## src/design/fmop_pkg.sv

```systemverilog
`timescale 1ns / 1ps
// Package for the FM operator pair oscillator: shared types, operation and
// register codes, fixed widths. No dependencies.
package fmop_pkg;

	localparam int PHASE_BITS = 24;
	localparam int SAMPLE_W   = 16;
	localparam int ACC_W      = 64;
	localparam int MUL_A_W    = 18;
	localparam int MUL_B_W    = 33;

	typedef enum logic [1:0] {
		OP_TICK    = 2'd0,
		OP_WR_CAR  = 2'd1,
		OP_WR_MOD  = 2'd2,
		OP_NONE    = 2'd3
	} op_t;

	typedef enum logic [2:0] {
		REG_BASE_INC   = 3'd0,
		REG_CAR_RATIO  = 3'd1,
		REG_MOD_RATIO  = 3'd2,
		REG_MOD_INDEX  = 3'd3,
		REG_FB_AMOUNT  = 3'd4,
		REG_CAR_START  = 3'd5,
		REG_MOD_START  = 3'd6,
		REG_SPARE      = 3'd7
	} reg_idx_t;

	typedef enum logic [1:0] {
		SH_NONE = 2'd0,
		SH_14   = 2'd1,
		SH_32   = 2'd2
	} shift_sel_t;

	typedef struct packed {
		logic       en;
		logic       clear;
		shift_sel_t shift;
	} mac_ctrl_t;

endpackage

```

## src/design/fmop_mac.sv

```systemverilog
`timescale 1ns / 1ps
// Shared multiply-accumulate unit: 18x33 signed product, shifted by a
// selectable amount and added into a 64-bit accumulator. Depends on fmop_pkg.
module fmop_mac import fmop_pkg::*; (
	input  logic                      clk,
	input  mac_ctrl_t                 ctrl,
	input  logic signed [MUL_A_W-1:0] op_a,
	input  logic signed [MUL_B_W-1:0] op_b,
	output logic [ACC_W-1:0]          acc
);

	localparam int PROD_W = MUL_A_W + MUL_B_W;

	logic signed [PROD_W-1:0] prod;
	logic [ACC_W-1:0]         prod_ext;
	logic [ACC_W-1:0]         addend;
	logic [ACC_W-1:0]         acc_q;

	assign prod     = op_a * op_b;
	assign prod_ext = {{(ACC_W-PROD_W){prod[PROD_W-1]}}, prod};

	always_comb begin
		case (ctrl.shift)
			SH_14:   addend = prod_ext << 14;
			SH_32:   addend = prod_ext << 32;
			default: addend = prod_ext;
		endcase
	end

	// accumulator is payload; the sequencer always clears it before use
	always_ff @(posedge clk) begin
		if (ctrl.en) begin
			acc_q <= (ctrl.clear ? '0 : acc_q) + addend;
		end
	end

	assign acc = acc_q;

endmodule

```

## config.mk

```make
export PLATFORM = sky130hd
export DESIGN_NAME = fmop_mac
export DESIGN_NICKNAME = d
export VERILOG_FILES = /design/src/design/fmop_pkg.sv /design/src/design/fmop_mac.sv
export SDC_FILE = /design/constraint.sdc
export NUM_CORES = 2
export LEC_CHECK = 0
export ABC_AREA = 0
export BUFFER_PORTS_ARGS = -buffer_cell sky130_fd_sc_hd__buf_2
export CAP_MARGIN = 30
export CORE_MARGIN = 3
export CORE_UTILIZATION = 50
export DETAILED_ROUTE_END_ITERATION = 7
export HOLD_SLACK_MARGIN = 0.05
export PLACE_DENSITY = 0.7
export SYNTH_ARGS = -nofsm -noshare
export SYNTH_HDL_FRONTEND = slang
export SYNTH_SLANG_ARGS = --single-unit
```

## constraint.sdc

```tcl
create_clock -name clk -period 18 [get_ports clk]
set_input_delay 1.8 -clock clk [delete_from_list [all_inputs] [get_ports clk]]
set_output_delay 1.8 -clock clk [all_outputs]
set_load 0.02 [all_outputs]
```

# After elaboration in Yosys (flattened, before gate mapping)
# Cells that the tools add are included.
# classes
n_reduce_logical	0
eq_ne	2
shifts	0
n_mux	2
bitwise_logic	0
magnitude_cmp	0
mul	1
div	0
addsub	1
# op_table
op	n
$pmux W64 S2	1
$add A64 B64 Y64	1
$mux W64	1
$mul A18 B33 Y51	1
$eq A2 B1 Y1 const B	1
$eq A2 B2 Y1 const B	1
# totals
latch_bits	0
ram_bits	0
out_inout_bits	64
memories	0
mem_bits_ro	0
register_bits	64

# Longest topological paths before layout
# logic_depth
word_depth	3
mapped_depth	38

# Worst setup path after synthesis
# Ideal clock, no wire load.
# synth_path
kind	input to register
from	input port op_b[12]
to	register acc_q[56], in the netlist acc[56], data pin
path_buffers	2
path_slack_ns	8.130
path_stages	32
t_arrival_ns	9.607
required_ns	17.737
setup_ns	0.263
cell_sequence	clkbuf_1 clkbuf_1 nand2_1 fa_1 fa_1 fa_1 inv_1 fa_1 fa_1 inv_1 fa_1 inv_1 ha_1 a21oi_1 o21ai_0 a211oi_1 o21ai_0 a21o_1 a41oi_1 o21ai_0 xnor2_1 a221oi_1 a21oi_1 ha_1 and3_1 nor3b_1 nand3_1 or4_4 nand2_2 a31o_4 a41oi_2 xnor2_1
# synth_between
elab_chain_cells	3
# synth_rtl
element	line	source
start: declaration	fmop_mac.sv:8	input logic signed [MUL_B_W-1:0] op_b,
$mul A18 B33 Y51	fmop_mac.sv:19	assign prod = op_a * op_b;
$pmux W64 S2	fmop_mac.sv:23	case (ctrl.shift)
$add A64 B64 Y64	fmop_mac.sv:33	acc_q <= (ctrl.clear ? '0 : acc_q) + addend;
end signal: assignment	fmop_mac.sv:33	
end: declaration	fmop_mac.sv:17	logic [ACC_W-1:0] acc_q;
# No other way between the ends.
# A chain may end at the register's enable or synchronous reset.

# Worst setup path in the final report
# layout_path
from	input port op_a[3]
to	register acc_q[61], in the netlist acc[61], data pin
# layout_between
elab_chain_cells	3
# layout_rtl
element	line	source
start: declaration	fmop_mac.sv:7	input logic signed [MUL_A_W-1:0] op_a,
$mul A18 B33 Y51	fmop_mac.sv:19	
$pmux W64 S2	fmop_mac.sv:23	
$add A64 B64 Y64	fmop_mac.sv:33	
# No other way between the ends.

==> flow_summary.toml <==
[synth]
synth_commonest_cells = "inv_1 (670), fa_1 (570), nand2_1 (437), and2_1 (232), ha_1 (188)"
ys_ff_latch = 64
yosysMostFrequentCell = "inv_1"
netlist_area_mm2 = 0.02718
syn_inst = 3128
yosysTopAreaCell = "fa_1"
synth_warnings = 0
synth_ff_type = "edfxtp_1"
synth_seq_area_share_pct = 7.071
synthArstFlopShare_pct = 0
synth-edff-count = 64
yosys-top-cells-area = "fa_1 (42%), inv_1 (9.3%), ha_1 (8.7%), edfxtp_1 (7.1%), nand2_1 (6.0%)"
synth_cell_types = 80
synth_area_per_cell_um2 = 8.690
synth.top_cell.area_share_pct = 41.98
synthesis.nets = 3942

[placement]
hpwl_mm = 60.04
port_buffers = 119
place_congestion = 0.9456

[sta]
tns_ns = 0
report.final.hold_viol_count = 0
worstMarginPinSlew_ns = 0.9941
drv_slew = 0
timing.final.crit_share_pct = 62.19
fin_crit_ns = 11.19
clock_skew_ns = 0.01357
setup_violations = 0
slew_headroom_pct = 33.73
rsz0062_at_grt = "no"
fmax_ghz = 0.08933

[detailed_routing]
drtPass1Iterations = 7
antenna_left = 0
drc_errors = 0
vias = 21618
wl_met2_mm = 36.89
met1_length_mm = 31.94
finalWirelength_mm = 76.17
top_layer_used = "met5"
routed-wl-met3_mm = 5.109
drtIter0Drc = 1456
vias_per_cell = 5.683
detail_route.wl_per_cell_um = 20.02

[global_routing]
antenna_found_initial = 1
grt_first_pass_wirelength_mm = 124.9
track_usage_pct = 27.70
grt_max_degree = 92
grt_pass1_vias = 23440
overflow = 0

[setup_path]
cpMaxStageDelayCell = "buf_2"
cp-start-kind = "input port"
cpPeakStageDelay_ns = 0.66
cp.arrival_ns = 11.41
worst-r2r-cell-count = 14
crit_required_ns = 18.21
cpMostUsedCell = "fa_1"
path_class = "input port to register"
cp-end-kind = "register"
cp_max_fo = 33

[die]
die_height_um = 239.2
die_area_mm2 = 0.05720
core_area_mm2 = 0.05318
io_pins = 120
rows = 84
start_util_pct = 51.11
die_w_um = 239.2

[cts]
numCtsBuffers = 9
insertion_delay_ns = 0.35
cts.repair.resized = 0
clkTransAtPathRegs_ns = 0.06
ctsHoldBuffers = 0
cts.path.max_buffers = 2
tritoncts = "done"
h-tree-depth = 3
root_buffer = "clkbuf_16"
cts_num_sinks = 64
post_cts_buffers = 0

[run_status]
outcome = "finished clean"

[final_layout]
largest_reg_flops = 64
antenna_cells = 0
drive_gt1_share_pct = 5.392
fin_util_pct = 53.38
area_growth_syn_to_layout_pct = 4.433
final_nets = 3925

[hold_path]
min_path_cells = 2
hold_path_class = "register to register"

[job]
max_cap_violations = 0
worst paths after layout:
kind                            endpoint  slack (ns)     from
worst max-delay path             acc[61]        6.81  op_a[3]
worst min-delay path              acc[0]        0.75   acc[0]
worst max register to register   acc[48]       14.02   acc[0]
worst min register to register    acc[0]        0.75   acc[0]
layer usage:
metal	global-route usage [%]	vias up
met1	37.69	11058
met4	7.183	2
met3	3.922	183
li1	-	9531
met5	0	-
met2	46.89	844
critical path: cells and delay by family:
kind,cells,cell delay (ns)
and+or+nand+nor,6,1.50
adders and majority gates,8,3.73
buffers and inverters,4,0.85
AOI/OAI and AO/OA,12,2.95
xor gates and xnor gates,1,0.54
cells in the final DEF, fill, tap and decap left out, types with 9 or more instances in the layout:
master	synthesis	final
o21ai_0	75	75
nor2b_1	70	70
nand2b_1	20	20
o21a_1	13	13
a221oi_1	18	18
clkbuf_16	0	9
xnor2_1	71	71
inv_1	670	670
and3_1	12	12
a21oi_1	124	124
a31oi_1	16	16
a21o_1	63	63
nand3_1	36	36
a22oi_1	9	9
xor2_1	40	40
o21bai_1	19	19
nand2_1	437	437
and2_1	232	232
fa_1	570	570
nor2_1	85	85
ha_1	188	187
edfxtp_1	64	64
nor3_1	15	15
a22o_1	11	11
nand4_1	15	15
buf_2	4	119
layout make-up:
class	instances	area (µm²)
clock buffers	9	225.2
clock inverters	7	71.32
fillers	4875	24800
inverters	671	2519
multi-input cells	2239	22140
flip-flops and latches	64	1922
well taps	688	860.8
repair buffers	126	648.1
through the flow:
stage | cells | hold WS [ns] | instance area (µm²) | worst slack, ns
4_1_cts | 3804 | 0.7458 | 28390 | 6.988
2_1_floorplan | 3128 | 0.8244 | 27180 | 8.130
3_5_place_dp | 3788 | 0.7271 | 28090 | 6.738
5_1_grt | 3804 | 0.7943 | 28390 | 6.507
3_3_place_gp | 3787 | 0.7154 | 28080 | 6.734
6_report | 3804 | 0.7499 | 28390 | 6.805
kinds of logic after synthesis:
family / Yosys count / share of synthesized area [%]
compound gates: 421 / 10.30
simple gates: 948 / 16.90
mux: 1 / 0.03683
fa+ha+maj: 758 / 50.64
xor+xnor: 111 / 3.577
buf+inv: 825 / 11.48
flops: 64 / 7.071
Power is left out: the tool's default activity adds up to more than one toggle a clock period on the data nets, which glitch-free logic cannot reach.
